## src/hdl/cdq_pkg.sv

```systemverilog
`timescale 1ns / 1ps
// ----------------------------------------------------------------------------
// cdq_pkg
// Shared types, constants and index helpers for the circular deque.
// ----------------------------------------------------------------------------
package cdq_pkg;

	localparam int DEPTH = 16;
	localparam int IDX_W = (DEPTH > 1) ? $clog2(DEPTH) : 1;
	localparam int WORD_W = 32;

	typedef logic [IDX_W-1:0] idx_t;
	typedef logic signed [WORD_W-1:0] word_t;

	typedef enum logic [1:0] {
		ACT_INS_FRONT = 2'd0,
		ACT_INS_REAR  = 2'd1,
		ACT_REM_FRONT = 2'd2,
		ACT_REM_REAR  = 2'd3
	} action_t;

	typedef enum logic [1:0] {
		ST_DONE  = 2'd0,
		ST_FULL  = 2'd1,
		ST_EMPTY = 2'd2
	} status_t;

	// controller to datapath
	typedef struct packed {
		logic exec;    // item accepted this cycle
		logic finish;  // read data of a removal is back
	} cdq_cmd_t;

	// datapath to controller
	typedef struct packed {
		logic need_read;  // accepted removal waits for store read
	} cdq_stat_t;

	function automatic idx_t wrap_up(input idx_t i);
		return (i == idx_t'(DEPTH - 1)) ? '0 : idx_t'(i + 1'b1);
	endfunction

	function automatic idx_t wrap_down(input idx_t i);
		return (i == '0) ? idx_t'(DEPTH - 1) : idx_t'(i - 1'b1);
	endfunction

endpackage

```

## src/hdl/cdq_ram.sv

```systemverilog
`timescale 1ns / 1ps
// ----------------------------------------------------------------------------
// cdq_ram
// Generic single-write, single-read RAM with registered read data.
// ----------------------------------------------------------------------------
module cdq_ram #(
	parameter int WIDTH = 32,
	parameter int DEPTH = 16
) (
	input  logic                     clk,
	input  logic                     we,
	input  logic [$clog2(DEPTH)-1:0] waddr,
	input  logic [WIDTH-1:0]         wdata,
	input  logic [$clog2(DEPTH)-1:0] raddr,
	output logic [WIDTH-1:0]         rdata
);

	logic [WIDTH-1:0] mem [DEPTH];

	always_ff @(posedge clk) begin
		if (we) begin
			mem[waddr] <= wdata;
		end
		rdata <= mem[raddr];
	end

endmodule

```

## src/hdl/cdq_ctrl.sv

```systemverilog
`timescale 1ns / 1ps
// ----------------------------------------------------------------------------
// cdq_ctrl
// Sequencer: accepts items and holds off new ones while a removal reads.
// ----------------------------------------------------------------------------
module cdq_ctrl import cdq_pkg::*; (
	input  logic      clk,
	input  logic      arst_n,
	input  logic      start,
	input  cdq_stat_t stat,
	output cdq_cmd_t  cmd,
	output logic      busy
);

	typedef enum logic [1:0] {
		S_IDLE = 2'b01,
		S_READ = 2'b10
	} state_t;

	state_t state_q, state_n;

	always_comb begin
		cmd        = '0;
		state_n    = state_q;
		busy       = 1'b1;
		unique case (state_q)
			S_IDLE: begin
				busy     = 1'b0;
				cmd.exec = start;
				if (start && stat.need_read) begin
					state_n = S_READ;
				end
			end
			S_READ: begin
				cmd.finish = 1'b1;
				state_n    = S_IDLE;
			end
			default: begin
				state_n = S_IDLE;
			end
		endcase
	end

	always_ff @(posedge clk or negedge arst_n) begin
		if (!arst_n) begin
			state_q <= S_IDLE;
		end else begin
			state_q <= state_n;
		end
	end

endmodule

```

## src/hdl/cdq_dp.sv

```systemverilog
`timescale 1ns / 1ps
// ----------------------------------------------------------------------------
// cdq_dp
// Datapath: head/tail indices, empty flag, entry store and result registers.
// ----------------------------------------------------------------------------
module cdq_dp import cdq_pkg::*; (
	input  logic        clk,
	input  logic        arst_n,
	input  cdq_cmd_t    cmd,
	input  logic [1:0]  action,
	input  word_t       value,
	output cdq_stat_t   stat,
	output logic        done,
	output logic [1:0]  status,
	output word_t       removed_value,
	output logic        now_full,
	output logic        now_empty
);

	idx_t    head_q, tail_q, head_n, tail_n;
	logic    vacant_q, vacant_n;
	action_t action_q;
	logic    full_now;
	logic    fire;
	status_t st;
	word_t   rem;
	logic    we;
	idx_t    waddr, raddr;
	word_t   rdata;
	logic    done_q, full_q, empty_q;
	status_t status_q;
	word_t   removed_q;

	cdq_ram #(.WIDTH(WORD_W), .DEPTH(DEPTH)) u_store (
		.clk   (clk),
		.we    (we),
		.waddr (waddr),
		.wdata (value),
		.raddr (raddr),
		.rdata (rdata)
	);

	assign full_now = !vacant_q && (head_q == wrap_up(tail_q));

	always_comb begin
		head_n         = head_q;
		tail_n         = tail_q;
		vacant_n       = vacant_q;
		st             = ST_DONE;
		rem            = '0;
		we             = 1'b0;
		waddr          = head_q;
		raddr          = head_q;
		fire           = 1'b0;
		stat.need_read = 1'b0;
		if (cmd.exec) begin
			unique case (action_t'(action))
				ACT_INS_FRONT, ACT_INS_REAR: begin
					fire = 1'b1;
					if (full_now) begin
						st = ST_FULL;
					end else if (vacant_q) begin
						head_n   = '0;
						tail_n   = '0;
						vacant_n = 1'b0;
						we       = 1'b1;
						waddr    = '0;
					end else if (action_t'(action) == ACT_INS_FRONT) begin
						head_n = wrap_down(head_q);
						we     = 1'b1;
						waddr  = head_n;
					end else begin
						tail_n = wrap_up(tail_q);
						we     = 1'b1;
						waddr  = tail_n;
					end
				end
				ACT_REM_FRONT, ACT_REM_REAR: begin
					if (vacant_q) begin
						st   = ST_EMPTY;
						fire = 1'b1;
					end else begin
						raddr          = (action_t'(action) == ACT_REM_FRONT) ? head_q : tail_q;
						stat.need_read = 1'b1;
					end
				end
				default: begin
					fire = 1'b0;
				end
			endcase
		end else if (cmd.finish) begin
			fire = 1'b1;
			rem  = rdata;
			// last word out: return both indices to zero
			if (head_q == tail_q) begin
				head_n   = '0;
				tail_n   = '0;
				vacant_n = 1'b1;
			end else if (action_q == ACT_REM_FRONT) begin
				head_n = wrap_up(head_q);
			end else begin
				tail_n = wrap_down(tail_q);
			end
		end
	end

	always_ff @(posedge clk or negedge arst_n) begin
		if (!arst_n) begin
			head_q   <= '0;
			tail_q   <= '0;
			vacant_q <= 1'b1;
			done_q   <= 1'b0;
		end else begin
			head_q   <= head_n;
			tail_q   <= tail_n;
			vacant_q <= vacant_n;
			done_q   <= fire;
		end
	end

	always_ff @(posedge clk) begin
		if (cmd.exec) begin
			action_q <= action_t'(action);
		end
		if (fire) begin
			status_q  <= st;
			removed_q <= rem;
			full_q    <= !vacant_n && (head_n == wrap_up(tail_n));
			empty_q   <= vacant_n;
		end
	end

	assign done          = done_q;
	assign status        = status_q;
	assign removed_value = removed_q;
	assign now_full      = full_q;
	assign now_empty     = empty_q;

endmodule

```

## src/hdl/circular_deque_unit.sv

```systemverilog
`timescale 1ns / 1ps
// ----------------------------------------------------------------------------
// circular_deque_unit
// Double-ended queue of 32-bit words in a circular store of DEPTH entries.
// ----------------------------------------------------------------------------
//
//  channel | handshake        | payload
//  --------+------------------+---------------------------------------------
//  command | start / busy     | action, value
//  result  | done (strobe)    | status, removed_value, now_full, now_empty
//
//  An item is taken at a rising edge with start high and busy low.
//  Inserts and refused operations strobe the result in the cycle after
//  acceptance and busy stays low, so a new item may follow at once.
//  A successful removal goes through the registered read port of the entry
//  store; busy is high in the read state while the read completes.
//  Reset (arst_n low) empties the deque; store contents are left as they are.
//  Results are shown for a single cycle; the receiver cannot stall them.
//
module circular_deque_unit import cdq_pkg::*; (
	input  logic        clk,
	input  logic        arst_n,
	input  logic        start,
	output logic        busy,
	input  logic [1:0]  action,
	input  word_t       value,
	output logic        done,
	output logic [1:0]  status,
	output word_t       removed_value,
	output logic        now_full,
	output logic        now_empty
);

	cdq_cmd_t  cmd;
	cdq_stat_t stat;

	// Sequence items: accept, and hold off new ones during a store read.
	cdq_ctrl u_ctrl (
		.clk    (clk),
		.arst_n (arst_n),
		.start  (start),
		.stat   (stat),
		.cmd    (cmd),
		.busy   (busy)
	);

	// Move the indices, write and read the store, register the result.
	cdq_dp u_dp (
		.clk           (clk),
		.arst_n        (arst_n),
		.cmd           (cmd),
		.action        (action),
		.value         (value),
		.stat          (stat),
		.done          (done),
		.status        (status),
		.removed_value (removed_value),
		.now_full      (now_full),
		.now_empty     (now_empty)
	);

	// Busy drops again once a removal read has completed.
	a_busy_one_cycle: assert property (@(posedge clk) disable iff (!arst_n)
		busy |=> !busy)
		else $error("busy held longer than one cycle");

	// A removal read always ends in a result.
	a_read_gives_result: assert property (@(posedge clk) disable iff (!arst_n)
		busy |=> done)
		else $error("removal finished without a result");

	// Refusals carry no word.
	a_refusal_zero: assert property (@(posedge clk) disable iff (!arst_n)
		(done && (status != ST_DONE)) |-> (removed_value == '0))
		else $error("refused item returned a word");

	// Refused removal means the deque is empty afterwards.
	a_empty_refusal: assert property (@(posedge clk) disable iff (!arst_n)
		(done && (status == ST_EMPTY)) |-> (now_empty && !now_full))
		else $error("empty refusal with non-empty flags");

	// Full refusal leaves the deque full.
	a_full_refusal: assert property (@(posedge clk) disable iff (!arst_n)
		(done && (status == ST_FULL)) |-> (now_full && !now_empty))
		else $error("full refusal with non-full flags");

endmodule
```

## config.mk

```make
export PLATFORM = sky130hd
export DESIGN_NAME = circular_deque_unit
export DESIGN_NICKNAME = d
export VERILOG_FILES = /design/src/hdl/cdq_pkg.sv /design/src/hdl/cdq_ram.sv /design/src/hdl/cdq_ctrl.sv /design/src/hdl/cdq_dp.sv /design/src/hdl/circular_deque_unit.sv
export SDC_FILE = /design/constraint.sdc
export NUM_CORES = 1
export LEC_CHECK = 0
export BUFFER_PORTS_ARGS = -buffer_cell sky130_fd_sc_hd__buf_2
export CAP_MARGIN = 20
export CORE_MARGIN = 8
export CORE_UTILIZATION = 56
export CTS_BUF_LIST = sky130_fd_sc_hd__clkbuf_4 sky130_fd_sc_hd__clkbuf_8 sky130_fd_sc_hd__clkbuf_16
export CTS_CLUSTER_SIZE = 12
export DETAILED_ROUTE_END_ITERATION = 7
export GPL_TIMING_DRIVEN = 0
export PLACE_DENSITY = 0.76
export REMOVE_ABC_BUFFERS = 1
export SETUP_SLACK_MARGIN = 0.02
export SYNTH_ARGS = -nofsm -noshare
export SYNTH_HDL_FRONTEND = slang
export SYNTH_SLANG_ARGS = --single-unit
```

## constraint.sdc

```tcl
create_clock -name clk -period 4.02 [get_ports clk]
set_clock_uncertainty 0.05 [all_clocks]
set_input_delay 0.804 -clock clk [delete_from_list [all_inputs] [get_ports clk]]
set_output_delay 0.804 -clock clk [all_outputs]
set_load 0.005 [all_outputs]
```

Word-level counts from Yosys, hierarchy flattened --
Memories as Yosys holds them, arrays and structs flattened. A register that Yosys moved wholly into a read port is not among the register bits. Cells that the tools add are included.
Word-level totals: register bits after elaboration 50, latch bits 0, RAM bits 512, bits in read-only memories 0, output and inout port bits 38, logic and storage cells 96, memories kept 1
Memories:
- u_dp.u_store.mem | depth 16, width 32, rd ports 1, clocked after memory_dff 1, write ports 1, RTL line cdq_ram.sv:18 | logic [WIDTH-1:0] mem [DEPTH];
Cells by class: $add $sub $neg 5, multipliers 0, divide/modulo/power cells 0, order comparisons 0, equal/unequal tests 13, shift-type cells 0, muxes and demuxes 55, bitwise logic cells 1, reduce and logical (&&, ||, !) cells 11
Operators by type and width (number):
- $mux 4 | 30
- $mux 1 | 20
- $add 4x1->4 const B | 3
- $eq 4x4->1 | 3
- $eq 4x4->1 const B | 3
- $eq 2x2->1 const B | 4
- $logic_not 4->1 | 2
- $sub 4x1->4 const B | 2
- $mux 2 | 3
- $reduce_or 2->1 | 3
- $eq 2x1->1 const B | 2
- $pmux 2 s2 | 1
- $logic_and 1x1->1 | 3
- $logic_not 1->1 | 2
- $logic_not 2->1 | 1
- $ne 2x1->1 const B | 1
- $pmux 1 s2 | 1
- $not 1->1 | 1

Logic depth before layout (Yosys ltp) --
Gate-level depths: netlist of the first run.
word-level depth 11, depth in mapped cells 13

Hierarchy --
A second synthesis of the first run with hierarchy kept.
Unflattened totals: cells, all modules 1109, area total of the unflattened synthesis 22691.8 sq um
Modules (own cells, without submodules):
- cdq_ram | times used 1, cells each 838, area each 19835.3 sq um, sequential area each 16015.4 sq um
- cdq_dp | times used 1, cells each 264, area each 2763.9 sq um, sequential area each 1392.6 sq um
- cdq_ctrl | times used 1, cells each 7, area each 92.6 sq um, sequential area each 51.3 sq um

Least setup slack after synthesis of the first run --
OpenSTA, ideal clock, no wires.
path type reg-to-reg, start point register u_dp.tail_q[1], end point memory u_dp.u_store.mem[0][0], enable pin, arrival 3.458 ns, required time 3.549 ns, slack 0.091 ns, stages on the path, launching flop included 10, buffers on the path 0, clock period less this slack 3.929 ns, cell sequence dfrtp_1 ha_1 a21oi_1 a211oi_4 xnor2_1 o21ai_2 nor2_1 o21ai_0 or2_2 nor2_1
On the way: word-level cells in the longest chain between the ends 9
Ends and longest elaborated chain:
- start: declaration | RTL line cdq_dp.sv:20 | idx_t head_q, tail_q, head_n, tail_n;
- start signal: assignment | RTL line cdq_dp.sv:115 | tail_q <= tail_n;
- $add 4x1->4 / $eq 4x4->1 (equally long branches) | RTL line cdq_pkg.sv:40 | return (i == idx_t'(DEPTH - 1)) ? '0 : idx_t'(i + 1'b1);
- $mux 4 * | RTL line cdq_pkg.sv:40
- $eq 4x4->1 | RTL line cdq_dp.sv:43 | assign full_now = !vacant_q && (head_q == wrap_up(tail_q));
- $logic_and 1x1->1 | RTL line cdq_dp.sv:43
- $mux 1 | RTL line cdq_dp.sv:60 | if (full_now) begin
- $mux 1 | RTL line cdq_dp.sv:57 | unique case (action_t'(action))
- $mux 1 | RTL line cdq_dp.sv:56 | if (cmd.exec) begin
- $mux 1 | RTL line cdq_ram.sv:21 | if (we) begin
- $mux 1 (not written as such) | RTL line cdq_ram.sv:22 | mem[waddr] <= wdata;
- end: declaration | RTL line cdq_ram.sv:18
Every way passes the cells marked *; elsewhere a longest branch is shown, timed or not.

Worst setup path in the final report of the first run --
start point register u_dp.tail_q[1], end point memory u_dp.u_store.mem[8][5], enable pin
Same word-level chain as after synthesis.

==> results of run 1 <==
-- sequential cells by signal, indices dropped and copies added, names as in the netlist, 2 cells and up --
signal,cells
u_dp.status,2
u_dp.u_store.rdata,32
u_ctrl.state_q,2
u_dp.head_q,4
u_dp.tail_q,4
u_dp.u_store.mem,512
u_dp.removed_value,32
u_dp.action_q,2
-- per-stage QoR --
step                instances  instance area [sq um]
global placement         1724                  23800
CTS                      1880                  26800
floorplan                1118                  22700
global route             1897                  27000
finish                   1900                  27000
detailed placement       1764                  24900
-- path summary, 6_finish.rpt --
check / from / end / cells after the start
worst max-delay path: u_dp.tail_q[1]$_DFF_PN0_ / u_dp.u_store.mem[8][5]$_DFFE_PP_ / 9
worst min-delay path: arst_n / u_dp.head_q[2]$_DFF_PN0_ / 1
worst max register to register: u_dp.tail_q[1]$_DFF_PN0_ / u_dp.u_store.mem[8][5]$_DFFE_PP_ / 9
worst min register to register: u_dp.u_store.rdata[22]$_DFF_P_ / u_dp.removed_value[22]$_SDFFCE_PP0P_ / 1
max in group asynchronous: arst_n / u_dp.vacant_q$_DFF_PN1_ / 1
min in group clk: u_dp.u_store.rdata[22]$_DFF_P_ / u_dp.removed_value[22]$_SDFFCE_PP0P_ / 1
-- Yosys cell counts (2+ instances only) --
cell type	number	share of area, %
a211o_1	2	0.076
a211oi_1	36	1.2
a21o_1	5	0.16
a21oi_1	16	0.35
a21oi_2	2	0.076
a311o_1	2	0.087
a31oi_1	34	0.92
a32oi_1	2	0.076
a41o_1	2	0.087
and2_1	66	1.8
buf_1	2	0.033
buf_2	18	0.39
buf_4	9	0.29
buf_6	5	0.24
clkbuf_1	29	0.47
dfrtp_1	10	1.1
dfstp_2	2	0.23
dfxtp_1	32	2.8
edfxtp_1	550	72
ha_1	6	0.33
inv_1	13	0.21
mux4_2	128	12
nand2_1	79	1.3
nand2b_1	4	0.11
nand3_1	4	0.087
nand4_1	3	0.081
nor2_1	40	0.65
nor2b_1	3	0.081
nor3_1	5	0.11
nor3b_1	2	0.065
o211ai_1	2	0.065
o21ai_0	16	0.35
o31ai_1	5	0.16
o41ai_1	2	0.076
or2_2	2	0.054
xnor2_1	4	0.15
xor2_1	8	0.30
-- repair_timing --
item	CTS	global route
gates cloned	0	1
buffers inserted	16	16
pin swaps	10	8
endpoints found under the setup margin	200	166
hold buffers	0	0
gates resized for setup	3	4
-- final cells by class --
class / instances / area share, %
Antenna cell: 3 / 0.0278
Clock buffer: 88 / 6.29
Clock inverter: 12 / 0.329
Inverter: 14 / 0.194
Multi-Input combinational cell: 511 / 20.2
Sequential cell: 594 / 64.6
Tap cell: 532 / 2.46
Timing Repair Buffer: 146 / 5.93
-- worst register-to-register path: cells and delay by family, from the launching register on --
| family | cells | cell delay [ns] |
|---|---|---|
| adders and majority gates | 1 | 0.35 |
| DFF | 1 | 0.55 |
| xor gates and xnor gates | 1 | 0.32 |
| AOI/OAI and AO/OA | 4 | 1.11 |
| and+or+nand+nor | 3 | 1.15 |
-- logic make-up (layout without fill, tap and decap cells) --
group	Yosys count	in the layout
muxes	131	131
xor gates and xnor gates	14	14
other	0	3
DFF	594	594
and+or+nand+nor	219	220
AOI/OAI and AO/OA	140	140
adders and majority gates	6	6
buffers and inverters	77	260
-- routing by layer --
layer	global-route usage (%)	routed length [um]
met1	29.4	20700
met2	36.0	26800
met5	0	41
met4	7.10	1520
met3	4.83	4810
-- power by group --
group | leakage, nW | internal, W | total, W | switching (W)
clock network | 0.906 | 0.00296 | 0.00516 | 0.00220
logic | 2.73 | 0.00218 | 0.00470 | 0.00252
registers | 5.40 | 0.00727 | 0.00754 | 0.000263
==> metrics.md, run 1 <==
| Metric | Value |
|---|---|
| Pin count of the biggest net entering global routing | `65` |
| Status | `finished, final reports clean` |
| Async SR Flop Fraction | `roughly 2.0%` |
| Final total power | `0.0174 W` |
| Die X | `219 um` |
| Compound-Gate Fraction of Synth Area | `4.32%` |
| DR pass1 iterations | `5` |
| Total grt overflow | `0` |
| Final setup fails | `0` |
| Hold Crit Class | `primary input to asynchronous set/reset pin` |
| Worst Max-Slew Pin Slew | `between 0.9 and 1 ns` |
| Crit start category | `flop` |
| Post-Syn Area per Cell | `between 15 and 20 sq um` |
| Die H | `219 um` |
| Total track usage | `22.0%` |
| Crit-path max FO | `10` |
| Nets | `about 1.4k` |
| Slew Limit Fails | `0` |
| Row count | `74` |
| Crit Path Class | `flop to flop` |
| Cells after Synth | `1181` |
| Critical path buffers and inverters | `0` |
| CTS tree | `built` |
| P&R area growth vs syn | `17.1%` |
| Setup ws final | `0.136 ns` |
| DR WL/cell | `28.3 um` |
| Mux share of post-synthesis cell area | `12.6%` |
| Cell with the most instances on the worst path | `nand2_1` |
| FMAX | `257 MHz` |
| RD Place Congestion | `about 0.83` |
| CP Capture Type | `flop` |
| Clock sink total | `594` |
| FF+latch count, synth | `594` |
| CP Data Required Time | `~4.2 ns` |
| DR iter-0 viols | `1364` |
| CTS clk-pin slew, worst paths | `around 0.07 ns` |
| Top delay family on crit path | `simple AND/OR/NAND/NOR gates` |
| Rel. slew slack | `38.4%` |
| Ratio of cells with drive above 1 in the final layout | `approximately 30%` |
| # port buffers | `74` |
| Number of fill cells in the layout | `2574` |
| Area taken by multi-input logic gates | `5450 sq um` |
| CP Data Arrival Time | `4.07 ns` |
| WL final | `around 54000 um` |
| Post-Synth Simple-Gate Area | `4.77%` |
| Clock H-tree levels | `2` |
| Via count | `12.1k` |
| First-pass GRT wire length | `77200 um` |
| RSZ-0062 raised after global routing | `false` |
| Peak VDD IR | `436 uV` |
| Vias per cell | `6.36` |
| Maximum capacitance violations | `0` |
| Top FF cell, synth | `edfxtp_1` |
| Sequential share of the synthesized area | `75.7%` |
| Synth unique cells | `68` |
| Detail Route Antenna Nets | `0` |
| Post-DP HPWL | `29700 um` |
| Synth Area in Adders | `0.325%` |
| Synth Area in XOR/XNOR | `0.629%` |
| Clock tree buffer depth | `3` |
| Number of synthesized flops with an enable pin | `550` |
| Main combinational cell family by area after synthesis | `multiplexers` |
| DRC | `0` |
| Hold slack | `between 0.01 and 0.015 ns` |
| Initial core utilization | `56.6%` |
| Number of global-route vias before repair | `~12k` |
| Minimum clock period | `3.88 ns` |
| Crit-path max cell delay | `0.57 ns` |
| Final Hold Fails | `0` |
| Most frequent cells in the layout | `550 x edfxtp_1, 128 x mux4_2, 79 x nand2_1` |
| Skew-Pair Late Insertion Delay | `0.62 ns` |
| Pleak | `about 9.0 nW` |
| Netlist Area Pre-Place | `23100 sq um` |
| Final period util | `96.6%` |
| Synthesis warning total | `0` |
| I/O pins | `75` |
| Setup TNS | `0 ns` |
| Core Footprint | `40700 sq um` |
| CTS Buf Count | `58` |
| Crit path cell chain | `ha_2 > a21oi_1 > a211oi_4 > xnor2_1 > o21ai_2 > nand2_1 > a21boi_0 > nand2_1 > nor2_4` |
| Initial antenna violation count | `6` |
| DIE AREA | `between 40000 and 50000 sq um` |
| Final Util | `66.4%` |
| R2r setup slk | `~0.14 ns` |
| Cell Pwr Density | `643 nW/um^2` |
| Clock Root Buffer | `clkbuf_16` |
| Most common cell after layout, fill and taps aside | `edfxtp_1` |
| Slowest cell on crit path | `nor2_4` |
| Register area | `17500 sq um` |
| Pre-CTS setup slack | `-0.331 ns` |
No activity file was read; power rests on OpenSTA's default activity.
==> inputs of run 2 (changes only) <==
--- a/config.mk
+++ b/config.mk
@@ -6,14 +6,13 @@
 export NUM_CORES = 1
 export LEC_CHECK = 0
 export BUFFER_PORTS_ARGS = -buffer_cell sky130_fd_sc_hd__buf_2
-export CAP_MARGIN = 20
+export CAP_MARGIN = 25
 export CORE_MARGIN = 8
-export CORE_UTILIZATION = 56
+export CORE_UTILIZATION = 40
 export CTS_BUF_LIST = sky130_fd_sc_hd__clkbuf_4 sky130_fd_sc_hd__clkbuf_8 sky130_fd_sc_hd__clkbuf_16
 export CTS_CLUSTER_SIZE = 12
 export DETAILED_ROUTE_END_ITERATION = 7
 export GPL_TIMING_DRIVEN = 0
-export PLACE_DENSITY = 0.76
 export REMOVE_ABC_BUFFERS = 1
 export SETUP_SLACK_MARGIN = 0.02
 export SYNTH_ARGS = -nofsm -noshare
==> metrics.md, run 2 (synthesized netlist as in run 1, its figures left out) <==
| Metric | Value |
|---|---|
| Rel. slew slack | `between 40% and 50%` |
| Die X | `256 um` |
| Hold_sp | `u_dp.u_store.rdata[9]$_DFF_P_` |
| Crit-path max cell delay | `0.54 ns` |
| Final Hold Fails | `0` |
| FMAX | `265 MHz` |
| I/O pins | `75` |
| Crit start category | `flop` |
| R2r setup slk | `0.25 ns` |
| CP Data Required Time | `between 4 and 5 ns` |
| CTS clk-pin slew, worst paths | `roughly 0.060 ns` |
| Final period util | `93.9%` |
| Crit-path max FO | `13` |
| DR WL/cell | `24.5 um` |
| DIE AREA | `between 60000 and 70000 sq um` |
| Most common cell after layout, fill and taps aside | `edfxtp_1` |
| Clock tree buffer depth | `3` |
| R2r endpoint | `u_dp.u_store.mem[1][2]$_DFFE_PP_` |
| Cell with the most instances on the worst path | `buf_16` |
| Maximum capacitance violations | `0` |
| Cell Pwr Density | `643 nW/um^2` |
| CP Data Arrival Time | `4.04 ns` |
| Core Footprint | `57400 sq um` |
| Ratio of cells with drive above 1 in the final layout | `30.5%` |
| Crit Path Class | `flop to flop` |
| Placed insts | `1998` |
| Register area | `roughly 17000 sq um` |
| CP Capture Type | `flop` |
| Slowest cell on crit path | `dfrtp_1` |
| # port buffers | `74` |
| Skew-Pair Late Insertion Delay | `around 0.64 ns` |
| WHS Endpoint | `u_dp.removed_value[9]$_SDFFCE_PP0P_` |
| Row count | `roughly 90` |
| Internal | `0.0127 W` |
| R2R cell count | `11` |
| Net Switching | `roughly 0.0050 W` |
| Total track usage | `around 16%` |
| CTS tree | `built` |
| DR pass1 iterations | `5` |
| RR Startpoint | `u_dp.tail_q[1]$_DFF_PN0_` |
| Number of fill cells in the layout | `4654` |
| Nets | `1362` |
| Sw frac | `between 20% and 30%` |
| Sequential group share of total power | `42.5%` |
| DR iter-0 viols | `~900` |
| Vias per cell | `5.47` |
| Hold Crit Class | `flop to flop` |
| Pin count of the biggest net entering global routing | `35` |
| Total grt overflow | `0` |
| Initial antenna violation count | `4` |
| Pleak | `~9 nW` |
| Post-Layout Cell Count | `~2.1k` |
| First-pass GRT wire length | `78500 um` |
| Combinational share of power | `26.7%` |
| Most flops, register | `u_dp.u_store.mem` |
| Minimum clock period | `about 3.8 ns` |
| Critical path buffers and inverters | `2` |
| Clock sink total | `594` |
| Most frequent cells in the layout | `550 x edfxtp_1, 128 x mux4_2, 78 x nand2_1` |
| Setup TNS | `0 ns` |
| Final setup fails | `0` |
| Area taken by multi-input logic gates | `approximately 5400 sq um` |
| Clock Root Buffer | `clkbuf_16` |
| Max reg flops | `512` |
| Clock group share of total power | `between 30 and 40%` |
| Worst Max-Slew Pin Slew | `0.803 ns` |
| Via count | `between 10k and 15k` |
| Worst path depth | `11` |
| Initial core utilization | `40.2%` |
| DRC | `0` |
| Die H | `roughly 260 um` |
| Antenna Cells | `0` |
| WL final | `52300 um` |
| Clock H-tree levels | `2` |
| Detail Route Antenna Nets | `0` |
| Peak VDD IR | `349 uV` |
| Slew Limit Fails | `0` |
| Worst hold stages | `1` |
| RSZ-0062 raised after global routing | `true` |
| RD Place Congestion | `roughly 0.8` |
| Status | `finished, final reports clean` |
| Number of global-route vias before repair | `12.1k` |
| Crit path cell chain | `ha_1 > a21oi_1 > a211oi_4 > xnor2_1 > o21ai_2 > nor2_1 > o21ai_0 > or2_2 > nor2_4 > buf_16 > buf_16` |
| Top delay family on crit path | `compound AO/OA/AOI/OAI gates` |
| CTS Buf Count | `59` |
| P&R area growth vs syn | `19.0%` |
| Post-DP HPWL | `30400 um` |
==> run 2: cell count changes in the layout (fill, tap and decap cells not counted), moves of 2 or more <==
cell       previous run  this run
buf_4                25        14
clkbuf_4             28        31
clkinv_16             0         2
buf_12               33        35
diode_2               3         0
clkbuf_8              1         5
==> run 2: stage by stage <==
| step | power (W) | hold WS [ns] | area, sq um | worst slack, ns | util (%) |
|---|---|---|---|---|---|
| after floorplan | 0.0110 | 0.432 | 22700 | -5.01 | - |
| after global placement | 0.0115 | 0.445 | 24100 | -11.65 | 42.0 |
| after detailed placement | 0.0123 | 0.440 | 25200 | -0.408 | 43.9 |
| after CTS | 0.0178 | 0.451 | 27200 | 0.0255 | 47.5 |
| after global routing | 0.0185 | 0.472 | 27400 | -0.0201 | 47.8 |
| final | 0.0177 | 0.454 | 27400 | 0.246 | 47.8 |
==> run 2: what timing repair did <==
item | in CTS | in global routing
resized for setup | 1 | 2
pin swaps | 3 | 8
buffers inserted | 9 | 14
gates cloned | 0 | 1
hold endpoints to repair | 10 | 0
setup endpoints to repair | 105 | 201
hold buffers | 1 | 0
==> run 2: worst reg2reg max path, cell delays in order, from the launching register on <==
cell	delay [ns]
dfrtp_1	0.54
ha_1	0.36
a21oi_1	0.13
a211oi_4	0.37
xnor2_1	0.28
o21ai_2	0.22
nor2_1	0.21
o21ai_0	0.32
or2_2	0.44
nor2_4	0.18
buf_16	0.18
buf_16	0.19
==> run 2: cell type report <==
type | count | share of cell area, %
clock buffer | 95 | 6.48
multi-input combinational | 511 | 19.8
clock inverter | 13 | 0.606
inverter | 14 | 0.191
sequential | 594 | 63.6
timing repair buffer | 139 | 5.83
tap | 765 | 3.49
==> run 2: worst max-delay path by stage <==
| stage | start | endpoint | slack (ns) |
|---|---|---|---|
| 2_1_floorplan | start | u_dp.u_store.rdata[0]$_DFF_P_ | -5.01 |
| 3_3_place_gp | start | u_dp.u_store.rdata[29]$_DFF_P_ | -11.65 |
| 3_5_place_dp | start | u_dp.u_store.rdata[4]$_DFF_P_ | -0.41 |
| 4_1_cts | u_dp.tail_q[1]$_DFF_PN0_ | u_dp.u_store.mem[6][16]$_DFFE_PP_ | 0.03 |
| 5_1_grt | u_dp.tail_q[1]$_DFF_PN0_ | u_dp.u_store.mem[12][21]$_DFFE_PP_ | -0.02 |
| 6_report | u_dp.tail_q[1]$_DFF_PN0_ | u_dp.u_store.mem[1][2]$_DFFE_PP_ | 0.25 |
==> run 2: power groups by stage <==
stage / clock [W] / combinational [W] / sequential (W)
global route: 0.00579 / 0.00513 / 0.00755
CTS: 0.00559 / 0.00474 / 0.00751
floorplan: 0 / 0.00346 / 0.00755
detailed placement: 0 / 0.00470 / 0.00764
global placement: 0 / 0.00384 / 0.00765
finish: 0.00543 / 0.00472 / 0.00751
==> run 2: per-layer routing <==
layer	wire, um	share of wire [%]	global-route usage [%]
met4	1030	2.0	3.51
met1	23100	44	21.9
met2	25100	48	25.0
met3	3070	5.9	3.33
met5	41	0.078	0
==> inputs of run 3 (changes only) <==
--- a/config.mk
+++ b/config.mk
@@ -7,12 +7,13 @@
 export LEC_CHECK = 0
 export BUFFER_PORTS_ARGS = -buffer_cell sky130_fd_sc_hd__buf_2
 export CAP_MARGIN = 25
-export CORE_MARGIN = 8
-export CORE_UTILIZATION = 40
+export CORE_MARGIN = 3
+export CORE_UTILIZATION = 50
 export CTS_BUF_LIST = sky130_fd_sc_hd__clkbuf_4 sky130_fd_sc_hd__clkbuf_8 sky130_fd_sc_hd__clkbuf_16
 export CTS_CLUSTER_SIZE = 12
 export DETAILED_ROUTE_END_ITERATION = 7
 export GPL_TIMING_DRIVEN = 0
+export PLACE_DENSITY = 0.69
 export REMOVE_ABC_BUFFERS = 1
 export SETUP_SLACK_MARGIN = 0.02
 export SYNTH_ARGS = -nofsm -noshare
==> metrics.md, run 3 (synthesized netlist as in run 1, its figures left out) <==
| Metric | Value |
|---|---|
| Status | `finished, final reports clean` |
| Met1 usage | `a little under a third` |
| Die X | `221 um` |
| Die H | `221 um` |
| Cell Pwr Density | `roughly 650 nW/um^2` |
| Global Route met2 Usage | `between 30 and 40%` |
| R2R cell count | `12` |
| Skew-Pair Late Insertion Delay | `0.62 ns` |
| Rel. slew slack | `40.7%` |
| DIE AREA | `48800 sq um` |
| Total track usage | `roughly a fifth` |
| CP Data Arrival Time | `4.29 ns` |
| Register area | `17500 sq um` |
| Gr busiest metal | `met2` |
| DR iter-0 viols | `1240` |
| Ratio of cells with drive above 1 in the final layout | `30.5%` |
| CTS tree | `built` |
| DR WL/cell | `roughly 25 um` |
| Pleak | `9.06 nW` |
| Initial antenna violation count | `4` |
| Via count | `11.7k` |
| Final period util | `95.7%` |
| R2r setup slk | `0.17 ns` |
| M3 GR Usage | `around 4.6%` |
| Clock Root Buffer | `clkbuf_16` |
| Final setup fails | `0` |
| Clock sink total | `approximately 590` |
| Pin count of the biggest net entering global routing | `65` |
| Area taken by multi-input logic gates | `5440 sq um` |
| Worst setup endpoint | `u_dp.u_store.rdata[29]$_DFF_P_` |
| Peak VDD IR | `366 uV` |
| Crit-path max FO | `21` |
| Pre-CTS setup slack | `-0.749 ns` |
| Vias per cell | `5.96` |
| Clock tree buffer depth | `3` |
| Hold Crit Class | `flop to flop` |
| Core Footprint | `45500 sq um` |
| Minimum clock period | `3.85 ns` |
| Total grt overflow | `0` |
| Most flops, register | `u_dp.u_store.mem` |
| Most frequent cells in the layout | `550 x edfxtp_1, 128 x mux4_2, 79 x nand2_1` |
| RSZ-0062 raised after global routing | `false` |
| Maximum capacitance violations | `0` |
| Most common cell after layout, fill and taps aside | `edfxtp_1` |
| Crit path cell chain | `and4bb_4 > and2_4 > nand2_4 > a21oi_4 > buf_12 > buf_12 > buf_16 > buf_16 > mux4_2 > and2_1 > a211oi_1 > a31oi_1` |
| I/O pins | `75` |
| CTS clk-pin slew, worst paths | `0.07 ns` |
| Max reg flops | `512` |
| Setup ws final | `0.172 ns` |
| Crit start category | `flop` |
| CP Capture Type | `flop` |
| DR pass1 iterations | `5` |
| Initial core utilization | `50.7%` |
| Number of global-route vias before repair | `11.9k` |
| Setup TNS | `0 ns` |
| RR Startpoint | `u_ctrl.state_q[0]$_DFFE_PN1P_` |
| R2r endpoint | `u_dp.u_store.rdata[29]$_DFF_P_` |
| P&R area growth vs syn | `17.8%` |
| Slew Limit Fails | `0` |
| Row count | `between 70 and 80` |
| Crit Path Class | `flop to flop` |
| # port buffers | `74` |
| Crit path from | `u_ctrl.state_q[0]$_DFFE_PN1P_` |
| WL final | `50100 um` |
| Final Hold Fails | `0` |
| First-pass GRT wire length | `75700 um` |
| Slowest cell on crit path | `a21oi_4` |
| FMAX | `260 MHz` |
| Crit-path max cell delay | `0.67 ns` |
| Clock H-tree levels | `2` |
| DRC | `0` |
| Detail Route Antenna Nets | `0` |
| CTS Buf Count | `58` |
| Hold slack | `0.453 ns` |
| Number of fill cells in the layout | `3295` |
| Antenna Cells | `0` |
| Post-DP HPWL | `between 20000 and 30000 um` |
| Nets | `1359` |
| CP Data Required Time | `4.46 ns` |
| RD Place Congestion | `0.829` |
| Worst Max-Slew Pin Slew | `roughly 0.9 ns` |
==> run 3: how the worst min path moves through the flow <==
stage | start | endpoint | slack, ns | cells after the start
after floorplan | u_dp.u_store.rdata[0]$_DFF_P_ | u_dp.removed_value[0]$_SDFFCE_PP0P_ | 0.43 | 1
after global placement | u_dp.u_store.rdata[12]$_DFF_P_ | u_dp.removed_value[12]$_SDFFCE_PP0P_ | 0.43 | 1
after detailed placement | u_dp.u_store.rdata[16]$_DFF_P_ | u_dp.removed_value[16]$_SDFFCE_PP0P_ | 0.44 | 1
after CTS | u_dp.u_store.rdata[14]$_DFF_P_ | u_dp.removed_value[14]$_SDFFCE_PP0P_ | 0.45 | 1
after global routing | u_dp.u_store.rdata[3]$_DFF_P_ | u_dp.removed_value[3]$_SDFFCE_PP0P_ | 0.48 | 1
final | u_dp.u_store.rdata[20]$_DFF_P_ | u_dp.removed_value[20]$_SDFFCE_PP0P_ | 0.45 | 1
==> run 3: layer usage <==
layer	wire (um)	vias to the layer above
li1	-	5047
met1	21400	6134
met2	24000	425
met3	3480	92
met4	1160	8
met5	40	-
==> run 3: through the flow <==
step / cells / total power [W] / instance area [sq um] / util [%]
global route: 1965 / 0.0184 / 27200 / 59.8
floorplan: 1118 / 0.0110 / 22700 / -
finish: 1965 / 0.0176 / 27200 / 59.8
CTS: 1953 / 0.0177 / 27000 / 59.5
global placement: 1792 / 0.0115 / 23900 / 52.5
detailed placement: 1832 / 0.0124 / 25000 / 54.9
==> run 3: what timing repair did <==
action,in CTS,in global routing
resized for setup,1,4
cloned,0,0
hold buffers,1,0
endpoints found under the setup margin,157,175
buffers inserted,11,12
hold endpoints to repair,10,0
pin swaps,8,8
==> run 3: worst max-delay path, delay by kind of cell (launching register included) <==
| kind | cells | cell delay [ns] |
|---|---|---|
| buffers and inverters | 4 | 0.83 |
| flip-flops | 1 | 0.62 |
| multiplexers | 1 | 0.29 |
| AND/OR/NAND/NOR | 4 | 0.85 |
| AO/OA/AOI/OAI | 3 | 1.02 |
==> run 3: power by group <==
| part | leakage, nW | total, W | internal [W] | switching, W |
|---|---|---|---|---|
| Combinational | 2.70 | 0.00477 | 0.00229 | 0.00249 |
| Clock | 0.966 | 0.00530 | 0.00312 | 0.00219 |
| Sequential | 5.40 | 0.00751 | 0.00727 | 0.000236 |
==> run 3: cell type report <==
cell class / count / area share, %
sequential: 594 / 64.2
multi-input combinational: 510 / 20.0
clock buffer: 97 / 6.48
timing repair buffer: 138 / 5.86
tap: 600 / 2.76
clock inverter: 12 / 0.456
inverter: 14 / 0.193
